## src/hw/rtl/lbs_pkg.sv

```systemverilog
`timescale 1ns / 1ps
`default_nettype none
package lbs_pkg;

  localparam int SLOT_W = 12;
  localparam int DATA_W = 32;
  // matrix elements actually used per bone: rows 0..3, columns 0..2
  localparam int ELEMS  = 12;
  localparam int ELEM_W = 4;
  localparam int TRANS_BASE = 9;

  localparam logic OP_WRITE = 1'b0;
  localparam logic OP_SKIN  = 1'b1;

  // sum >= 255 * 2^31 or sum < -255 * 2^31 saturates after the divide by 255
  localparam logic [63:0] SAT_BOUND = 64'd255 << 31;
  localparam int DIV_W = 39;

  localparam logic signed [31:0] INT_MAX = 32'sh7fff_ffff;
  localparam logic signed [31:0] INT_MIN = 32'sh8000_0000;

  typedef struct packed {
    logic              en;
    logic [SLOT_W-1:0] slot;
    logic [DATA_W-1:0] data;
  } pal_wr_t;

endpackage
`default_nettype wire

```

## src/hw/rtl/lbs_norm.sv

```systemverilog
`timescale 1ns / 1ps
`default_nettype none
module lbs_norm import lbs_pkg::*; (
  input  wire logic               clk,
  input  wire logic [1:0]         adv,
  input  wire logic signed [63:0] acc,
  output logic signed [31:0]      res
);

  logic              sgn;
  logic [63:0]       y;
  logic [DIV_W-1:0]  r0;
  logic [30:0]       a1;
  logic [31:0]       r1;
  logic [23:0]       a2;
  logic [24:0]       r2;
  logic [31:0]       q2;
  logic              sgn6;
  logic              sat6;
  logic [31:0]       q6;
  logic [24:0]       r6;
  logic [16:0]       a3;
  logic [17:0]       r3;
  logic [9:0]        a4;
  logic [10:0]       r4;
  logic [31:0]       q;

  // floor(x/255) for negative x is ~(~x / 255), so work on the magnitude
  always_comb begin
    sgn = acc[63];
    y   = acc ^ {64{sgn}};
    r0  = y[DIV_W-1:0];
    // 256 = 255 + 1: fold the high digit back into the remainder
    a1  = r0[DIV_W-1:8];
    r1  = {1'b0, a1} + {24'd0, r0[7:0]};
    a2  = r1[31:8];
    r2  = {1'b0, a2} + {17'd0, r1[7:0]};
    q2  = {1'b0, a1} + {8'd0, a2};
    a3  = r6[24:8];
    r3  = {1'b0, a3} + {10'd0, r6[7:0]};
    a4  = r3[17:8];
    r4  = {1'b0, a4} + {3'd0, r3[7:0]};
    q   = q6 + {15'd0, a3} + {22'd0, a4} + {31'd0, (r4 >= 11'd255)};
  end

  always_ff @(posedge clk) begin
    if (adv[0]) begin
      sgn6 <= sgn;
      sat6 <= (y >= SAT_BOUND);
      q6   <= q2;
      r6   <= r2;
    end
    if (adv[1]) begin
      if (sat6) res <= sgn6 ? INT_MIN : INT_MAX;
      else      res <= $signed(q ^ {32{sgn6}});
    end
  end

endmodule
`default_nettype wire

```

## config.mk

```make
export PLATFORM = sky130hd
export DESIGN_NAME = lbs_norm
export DESIGN_NICKNAME = d
export VERILOG_FILES = /design/src/hw/rtl/lbs_pkg.sv /design/src/hw/rtl/lbs_norm.sv
export SDC_FILE = /design/constraint.sdc
export NUM_CORES = 1
export LEC_CHECK = 0
export BUFFER_PORTS_ARGS = -buffer_cell sky130_fd_sc_hd__buf_2
export CORE_UTILIZATION = 65
export CTS_BUF_LIST = sky130_fd_sc_hd__clkbuf_4 sky130_fd_sc_hd__clkbuf_8 sky130_fd_sc_hd__clkbuf_16
export DETAILED_ROUTE_END_ITERATION = 10
export MAX_ROUTING_LAYER = met4
export PLACE_DENSITY = 0.87
export SLEW_MARGIN = 30
export SYNTH_ARGS = -nofsm -noshare
export SYNTH_HDL_FRONTEND = slang
export SYNTH_SLANG_ARGS = --single-unit
```

## constraint.sdc

```tcl
create_clock -name clk -period 11.16 [get_ports clk]
set_input_delay 1.116 -clock clk [delete_from_list [all_inputs] [get_ports clk]]
set_output_delay 1.116 -clock clk [all_outputs]
set_load 0.03 [all_outputs]
```

# Word level (Yosys, flattened, before mapping)

Cells that the tools add are included.

Flip-flop bits (word level): 91
Input port bits: 67
Output and inout port bits: 32
Word-level logic and storage cells: 19

$add $sub $neg: 8
$lt $le $gt $ge: 2
Muxes and demuxes: 2
Bitwise gates (word level): 2

Operator list:

| cell                                                   | count |
|---|---|
| >= comparator 64 x 39 -> 1 bit (second input constant) | 1 |
| two-way mux 32 bit                                     | 2 |
| bitwise XOR 64 bit                                     | 1 |
| adder 31 x 24 -> 32 bit                                | 1 |
| adder 31 x 8 -> 32 bit                                 | 1 |
| adder 32 x 1 -> 32 bit                                 | 1 |
| adder 32 x 10 -> 32 bit                                | 1 |
| adder 32 x 17 -> 32 bit                                | 1 |
| bitwise XOR 32 bit                                     | 1 |
| adder 24 x 8 -> 25 bit                                 | 1 |
| adder 17 x 8 -> 18 bit                                 | 1 |
| adder 10 x 8 -> 11 bit                                 | 1 |
| >= comparator 11 x 8 -> 1 bit (second input constant)  | 1 |

# Depth between registers and ports, before layout

Gate-level depths: netlist of run 1.

Depth after elaboration: 6
Depth in mapped cells: 31
Mapped depth without buffers: 31

# Least setup slack after synthesis of run 1

No wires, ideal clock.

Path kind: in2reg
Start point: in acc[63]
End point: reg q6[30] (data pin)
Library setup time: 270 ps
Data arrival time: 6,811 ps
Data required time: 10,890 ps
Setup slack: 4,079 ps
Stages: 23
Buffers on the path: 5
Cells stage by stage: buf_2 buf_2 buf_1 clkbuf_1 buf_1 xor2_1 ha_1 fa_1 a211oi_1 o211ai_1 nand4_2 or4_1 and2_1 ha_1 nand4_1 a21oi_1 o31ai_1 a2111oi_0 o21ai_0 o21a_1 nor4_1 o32ai_1 xor2_1

Cells in the longest elaborated chain, start to end: 3

Ends and longest elaborated chain:

| what                      | RTL line       | RTL |
|---|---|---|
| start, declared           | lbs_norm.sv:6  | `input wire logic signed [63:0] acc,` |
| bitwise XOR 64 bit *      | lbs_norm.sv:31 | `y = acc ^ {64{sgn}};` |
| adder 31 x 8 -> 32 bit    | lbs_norm.sv:35 | `r1 = {1'b0, a1} + {24'd0, r0[7:0]};` |
| adder 31 x 24 -> 32 bit * | lbs_norm.sv:38 | `q2 = {1'b0, a1} + {8'd0, a2};` |
| named net q2[30]          | lbs_norm.sv:17 | `logic [31:0] q2;` |
| end signal, assigned      | lbs_norm.sv:50 | `q6 <= q2;` |
| end, declared             | lbs_norm.sv:20 | `logic [31:0] q6;` |

The timed path passes the listed nets; every way through them passes the cells marked *.
A chain may end at the register's enable or synchronous reset.

# Final worst setup path of run 1

Start point: reg r6[8]
End point: reg res[24] (data pin)

Cells in the longest elaborated chain, start to end: 6
Elaborated cells on any way between the ends: 8
Classes of those cells: add/sub: 5; order compare: 1; mux: 1; bitwise: 1

Ends and longest elaborated chain:

| what                          | RTL line       | RTL |
|---|---|---|
| start, declared               | lbs_norm.sv:21 | `logic [24:0] r6;` |
| start signal, assigned        | lbs_norm.sv:51 | `r6 <= r2;` |
| adder 17 x 8 -> 18 bit        | lbs_norm.sv:40 | `r3 = {1'b0, a3} + {10'd0, r6[7:0]};` |
| adder 10 x 8 -> 11 bit        | lbs_norm.sv:42 | `r4 = {1'b0, a4} + {3'd0, r3[7:0]};` |
| >= comparator 11 x 8 -> 1 bit | lbs_norm.sv:43 | `q = q6 + {15'd0, a3} + {22'd0, a4} + {31'd0, (r4 >= 11'd255)};` |
| adder 32 x 1 -> 32 bit *      | lbs_norm.sv:43 |  |
| bitwise XOR 32 bit *          | lbs_norm.sv:55 | `else res <= $signed(q ^ {32{sgn6}});` |
| two-way mux 32 bit *          | lbs_norm.sv:54 | `if (sat6) res <= sgn6 ? INT_MIN : INT_MAX;` |
| end signal, assigned          | lbs_norm.sv:54 |  |
| end signal, assigned          | lbs_norm.sv:55 |  |
| end, declared                 | lbs_norm.sv:7  | `output logic signed [31:0] res` |

Mark *: on every way between the ends. The rest lies on a longest branch, timed or not.

==> flow_metrics.tcl, run 1 <==
set metrics [dict create \
    arrival_ns 7.94 \
    crit_path_start_kind "register" \
    ys_warn_count 0 \
    ant_nets 0 \
    max_slew.worst_pin.slew_ns 0.8025 \
    synth_most_common_cell "xnor2_1" \
    yosys-top-cells-area "edfxtp_1 (30%), ha_1 (11%), xnor2_1 (9.2%)" \
    cts_hold_buffers 0 \
    nFillCells 1003 \
    worstSetupPathType "reg2reg" \
    setup_viol 0 \
    crit_top_cell "a21o_1" \
    p_int_uw 1322 \
    clockBufferDepth 2 \
    switching_share 0.4422 \
    r2r_start "r6[8]$_DFFE_PP_" \
    cts_made_buffers 9 \
    ios 99 \
    fp.dieW_microns 120.7 \
    period_needed_ns 7.861 \
    required_ns 11.24 \
    cp_max_fo 9 \
    maxCapViolCount 0 \
    setup_tns_ns 0 \
    num-nets-final 1252 \
    synth_edf_count 91 \
    start_util 0.6777 \
    antenna_cells 0 \
    critical_path.max_stage_delay_ns 0.51 \
    syn_area_sq_mm 0.009153 \
    die-area_sq_mm 0.01456 \
    seq_area_frac_synth 0.2986 \
    max-vdd-ir-drop_v 0.0001432 \
    fin_skew_ns 0.007066 \
    outcome "complete, no violations" \
    areaGrowthSynthToFinish_pct 10.40 \
    synthCells 999 \
    yosysUniqueCellTypes 79 \
    core_sq_mm 0.01351 \
    hold_path_class "reg2reg" \
    ys_async_sr_fraction 0 \
    cts_setup_buffers 0 \
    die_y_microns 120.7 \
    cts.repair.resized 0 \
    cpMaxStageDelayCell "fa_1" \
    fmax_ghz 0.1272 \
    grt_use_met1 0.3861 \
    first_iter_violations 576 \
    drive_above_1_share 0.1299 \
    cts_tree "yes" \
    clkSinkCount 91 \
    cts-root-buf "clkbuf_16" \
    rr_worst_depth 30 \
    ff2ff_setup_slack_ns 3.30 \
    grtUsageTotal 0.2839 \
    combPwrFrac 0.636 \
    grt_max_degree 73 \
    grt_pass1_wl_microns 32480 \
    drv_slew 0 \
    insertion_delay_ns 0.34 \
    clkPwrFrac 0.127 \
    via_count 7592 \
    met2_usage 0.4529 \
    crit_path_start "r6[8]$_DFFE_PP_" \
    drt-total-wl_microns 19350 \
    synth_nets 1163 \
    rsz0062_at_grt "false" \
    hold_viol 0 \
    clk_pin_slew_worst_paths_ns 0.07 \
    r2r_end "res[24]$_DFFE_PP_" \
    place_congestion 0.9379 \
    grt_pass1_vias 6858 \
    dp_hpwl_microns 15630 \
    drc 0 \
    utilization 0.7482 \
    fp-row-count 42 \
    firstDrtPassIters 7 \
    worstSetupEndpoint "res[24]$_DFFE_PP_" \
    grt.overflow.total 0 \
    wl_per_cell_microns 15.25 \
    synth_top_area_cell "edfxtp_1" \
    grtUsageMet3 0.03443 \
    h-tree-depth 3 \
    design_power_total_uw 2370 \
    ys_ff_latch 91 \
    synthFlopType "edfxtp_1" \
    switchingPower_uw 1048 \
    top_usage_layer "met2" \
    ys_top_cells_by_count "xnor2_1 (96), edfxtp_1 (91), nor2_1 (83)" \
    seqPwrFrac 0.237 \
    fin_crit_sh 0.7044 \
    antenna_found_initial 0 \
    viasPerCell 5.983 \
    portBuffers 98 \
    power_density_mw_per_mm2 234.5 \
    avgSynthCellArea_sq_um 9.162 \
    slew_headroom 0.4650 \
    leakagePower_uw 0.004283 \
    yosys.area.top_type_share 0.2986 \
    endpoint_kind "register" \
]
worst max-delay path, delay by kind of cell (launching register included):
kind	cells	cell delay, ns
AOI/OAI and AO/OA	14	2.86
xor gates and xnor gates	3	0.39
adders and majority gates	7	2.42
buffers and inverters	1	0.04
DFF	1	0.44
and+or+nand+nor	5	1.45
power groups by stage:
stage | Sequential [uW] | Combinational (uW) | Clock (uW)
after global routing | 572 | 1690 | 319
final | 562 | 1510 | 301
after detailed placement | 571 | 1480 | 0
after CTS | 564 | 1500 | 303
after global placement | 565 | 1430 | 0
after floorplan | 638 | 1100 | 0
cell type report:
type,instances,area (sq um),share of cell area
Inverter,78,292.8,0.02897
Clock inverter,7,80.08,0.007925
Multi-Input combinational cell,806,6026,0.5963
Tap cell,176,220.2,0.02179
Clock buffer,9,225.2,0.02229
Sequential cell,91,2733,0.2704
Timing Repair Buffer,102,528.0,0.05225
flip-flops by register name, summed over array words and instances (netlist names):
signal  cells
q6         32
res        32
r6         25
sat6        1
sgn6        1
through the flow:
step           std cells  cell area [sq um]  setup WS, ns  hold slack [ns]
2_1_floorplan        999               9153         4.079           0.7118
3_3_place_gp        1252               9784         3.637           0.7754
3_5_place_dp        1252               9784         3.390           0.7722
4_1_cts             1268              10090         3.378           0.8048
5_1_grt             1269              10100         2.829           0.8596
6_report            1269              10100         3.299           0.8119
metal layers:
metal,wire length (microns),share of wire,vias up
met4,278,0.014,0
met5,0,0,-
met3,1025,0.053,23
met1,9073,0.47,3509
li1,-,-,3791
met2,8971,0.46,269
worst min-delay path by stage:
| stage | from | endpoint | slack [ns] | cells after the start |
|---|---|---|---|---|
| final | q6[31]$_DFFE_PP_ | res[31]$_DFFE_PP_ | 0.81 | 3 |
| after global routing | q6[18]$_DFFE_PP_ | res[20]$_DFFE_PP_ | 0.86 | 2 |
| after CTS | q6[31]$_DFFE_PP_ | res[31]$_DFFE_PP_ | 0.80 | 3 |
| after detailed placement | q6[21]$_DFFE_PP_ | res[21]$_DFFE_PP_ | 0.77 | 3 |
| after global placement | q6[21]$_DFFE_PP_ | res[21]$_DFFE_PP_ | 0.78 | 3 |
| after floorplan | r6[8]$_DFFE_PP_ | res[0]$_DFFE_PP_ | 0.71 | 3 |
cell usage in the layout, fill, tap and decap left out, types with 8 or more instances in the layout:
cell       count
a211oi_1      14
a21o_1        29
a21oi_1       48
and3_1         9
buf_2         98
clkbuf_16      9
edfxtp_1      91
fa_1          16
ha_1          81
inv_1         77
nand2_1       55
nand2b_1      11
nand3_1       21
nand4_1       16
nor2_1        83
nor2b_1       12
nor3_1        36
nor4_1         8
o211ai_1       8
o21a_1        18
o21ai_0       53
o21bai_1       8
xnor2_1       96
xor2_1        69
cell families after synthesis:
kind of cell    Yosys count  synth area share
xor+xnor                167            0.1621
flops                    91            0.2986
buf+inv                 102           0.04306
simple gates            299            0.1712
fa+ha+maj                97            0.1457
compound gates          238            0.1744
other cells               1         0.0004097
mux                       4          0.004511
(Power assumes the default switching activity.)
==> inputs of run 2 (changes only) <==
Settings changed: CORE_UTILIZATION 65 to 61, PLACE_DENSITY 0.87 to 0.82.
Clock period 11.16 ns to 8.03 ns, I/O delays scaled along.
==> run 2 against run 1 <==
Critical path depth rose by 2. Fmax increased by 5.2%. Non-clock buffer count up 1. First-iteration DRC count fell by 6.1%. Global-route usage down 2.7 points. Via count is 1.4% lower. Clock power rose by 32%. Combinational power increased by 38%. Worst hold slack worse by 0.048 ns. Critical path type unchanged. Largest power group unchanged.
==> flow_metrics.tcl, run 2 (same netlist as run 1, synthesis figures left out) <==
set metrics [dict create \
    die-area_sq_mm 0.01550 \
    setup_tns_ns 0 \
    final_cell_mix "buf_2 (98), xnor2_1 (96), edfxtp_1 (91), nor2_1 (83), ha_1 (81)" \
    period_needed_ns 7.474 \
    cpMaxStageDelayCell "or3b_2" \
    seqPwrFrac 0.239 \
    fin_crit_sh 0.9307 \
    arrival_ns 7.56 \
    critPathTopFamily "compound AO/OA/AOI/OAI gates" \
    via_count 7487 \
    die_y_microns 124.5 \
    fmax_ghz 0.1338 \
    design_power_total_uw 3269 \
    wl_per_cell_microns 14.84 \
    ant_nets 0 \
    fp.dieW_microns 124.5 \
    fp-row-count 44 \
    start_util 0.6274 \
    crit_top_cell "a21o_1" \
    grt_use_met1 0.3534 \
    max_slew.worst_pin.slew_ns 0.8597 \
    drt-total-wl_microns 18950 \
    outcome "complete, no violations" \
    drive_above_1_share 0.1327 \
    firstDrtPassIters 6 \
    antenna_cells 0 \
    rsz0062_at_grt "false" \
    cts-root-buf "clkbuf_16" \
    ios 99 \
    p_int_uw 1829 \
    endpoint_kind "register" \
    required_ns 8.12 \
    clkPwrFrac 0.121 \
    clockBufferDepth 2 \
    grt_max_degree 60 \
    hold_path_class "reg2reg" \
    maxCapViolCount 0 \
    grt.overflow.total 0 \
    first_iter_violations 541 \
    clk_pin_slew_worst_paths_ns 0.07 \
    grtUsageMet3 0.02363 \
    drc 0 \
    core_sq_mm 0.01459 \
    viasPerCell 5.863 \
    max-vdd-ir-drop_v 0.0001605 \
    combPwrFrac 0.640 \
    final_common_cell "buf_2" \
    portBuffers 98 \
    worstSetupPathType "reg2reg" \
    num-nets-final 1253 \
    switching_share 0.4405 \
    grt_pass1_vias 6821 \
    antenna_found_initial 0 \
    cts_tree "yes" \
    h-tree-depth 3 \
    cts_hold_buffers 0 \
    switchingPower_uw 1440 \
    cts_made_buffers 9 \
    cp_max_fo 7 \
    power_density_mw_per_mm2 323.6 \
    areaGrowthSynthToFinish_pct 10.39 \
    grtUsageTotal 0.2568 \
    top_usage_layer "met2" \
    largest_registers "q6 (32), res (32), r6 (25)" \
    insertion_delay_ns 0.35 \
    slew_headroom 0.4120 \
    met2_usage 0.4014 \
    leakagePower_uw 0.004276 \
    hold_viol 0 \
    dp_hpwl_microns 15510 \
    clkSinkCount 91 \
    place_congestion 0.9427 \
    fin_skew_ns 0.009808 \
    crit_path_start_kind "register" \
    cp.buffers_inverters 2 \
    setup_viol 0 \
    critical_path.max_stage_delay_ns 0.46 \
    grt_pass1_wl_microns 31900 \
    drv_slew 0 \
]
[run 2: path summary, 6_finish.rpt]
check,slack (ns),to,startpoint,cells past startpoint
setup reg to reg,0.56,res[24]$_DFFE_PP_,r6[8]$_DFFE_PP_,32
setup / recovery,0.56,res[24]$_DFFE_PP_,r6[8]$_DFFE_PP_,32
hold / removal,0.76,res[31]$_DFFE_PP_,q6[31]$_DFFE_PP_,3
hold reg to reg,0.76,res[31]$_DFFE_PP_,q6[31]$_DFFE_PP_,3
[run 2: layout make-up]
class	count	area (sq um)
fillers	1164	4486
repair buffers	103	531.8
well taps	184	230.2
clock buffers	9	225.2
flip-flops and latches	91	2733
inverters	78	292.8
clock inverters	6	50.05
multi-input cells	806	6041
[run 2: metrics by stage]
| stage | instances | utilization | instance area [sq um] | hold WS, ns | setup slack, ns |
|---|---|---|---|---|---|
| final | 1277 | 0.6925 | 10100 | 0.7640 | 0.5565 |
| after global routing | 1277 | 0.6925 | 10100 | 0.8142 | 0.01031 |
| after CTS | 1276 | 0.6907 | 10080 | 0.7607 | 0.2124 |
| after detailed placement | 1261 | 0.6719 | 9802 | 0.7501 | 0.2848 |
| after global placement | 1261 | 0.6719 | 9802 | 0.7371 | 0.5311 |
| after floorplan | 999 | - | 9153 | 0.7118 | 0.9858 |
[run 2: power groups by stage]
stage / clock network (uW) / logic (uW) / registers, uW
4_1_cts: 402 / 2070 / 784
6_report: 396 / 2090 / 782
3_3_place_gp: 0 / 2000 / 786
3_5_place_dp: 0 / 2050 / 793
2_1_floorplan: 0 / 1540 / 886
5_1_grt: 418 / 2350 / 795
[run 2: worst reg2reg max path: cells and delay by family, from the launching register on]
kind | cells | cell delay, ns
compound gates | 17 | 3.28
xor+xnor | 2 | 0.29
buf+inv | 2 | 0.23
fa+ha+maj | 7 | 2.14
flops | 1 | 0.44
simple gates | 4 | 0.85
[run 2: what timing repair did]
| action | in CTS | in global routing |
|---|---|---|
| endpoints found under the setup margin | 0 | 12 |
| resized for setup | 0 | 5 |
| setup buffers | 0 | 0 |
[run 2: per-layer routing]
layer / vias to the layer above / routed length [microns] / part of all wire
met3: 23 / 861 / 0.045
met2: 246 / 8747 / 0.46
li1: 3793 / - / -
met5: - / 0 / 0
met4: 0 / 338 / 0.018
met1: 3425 / 8997 / 0.47
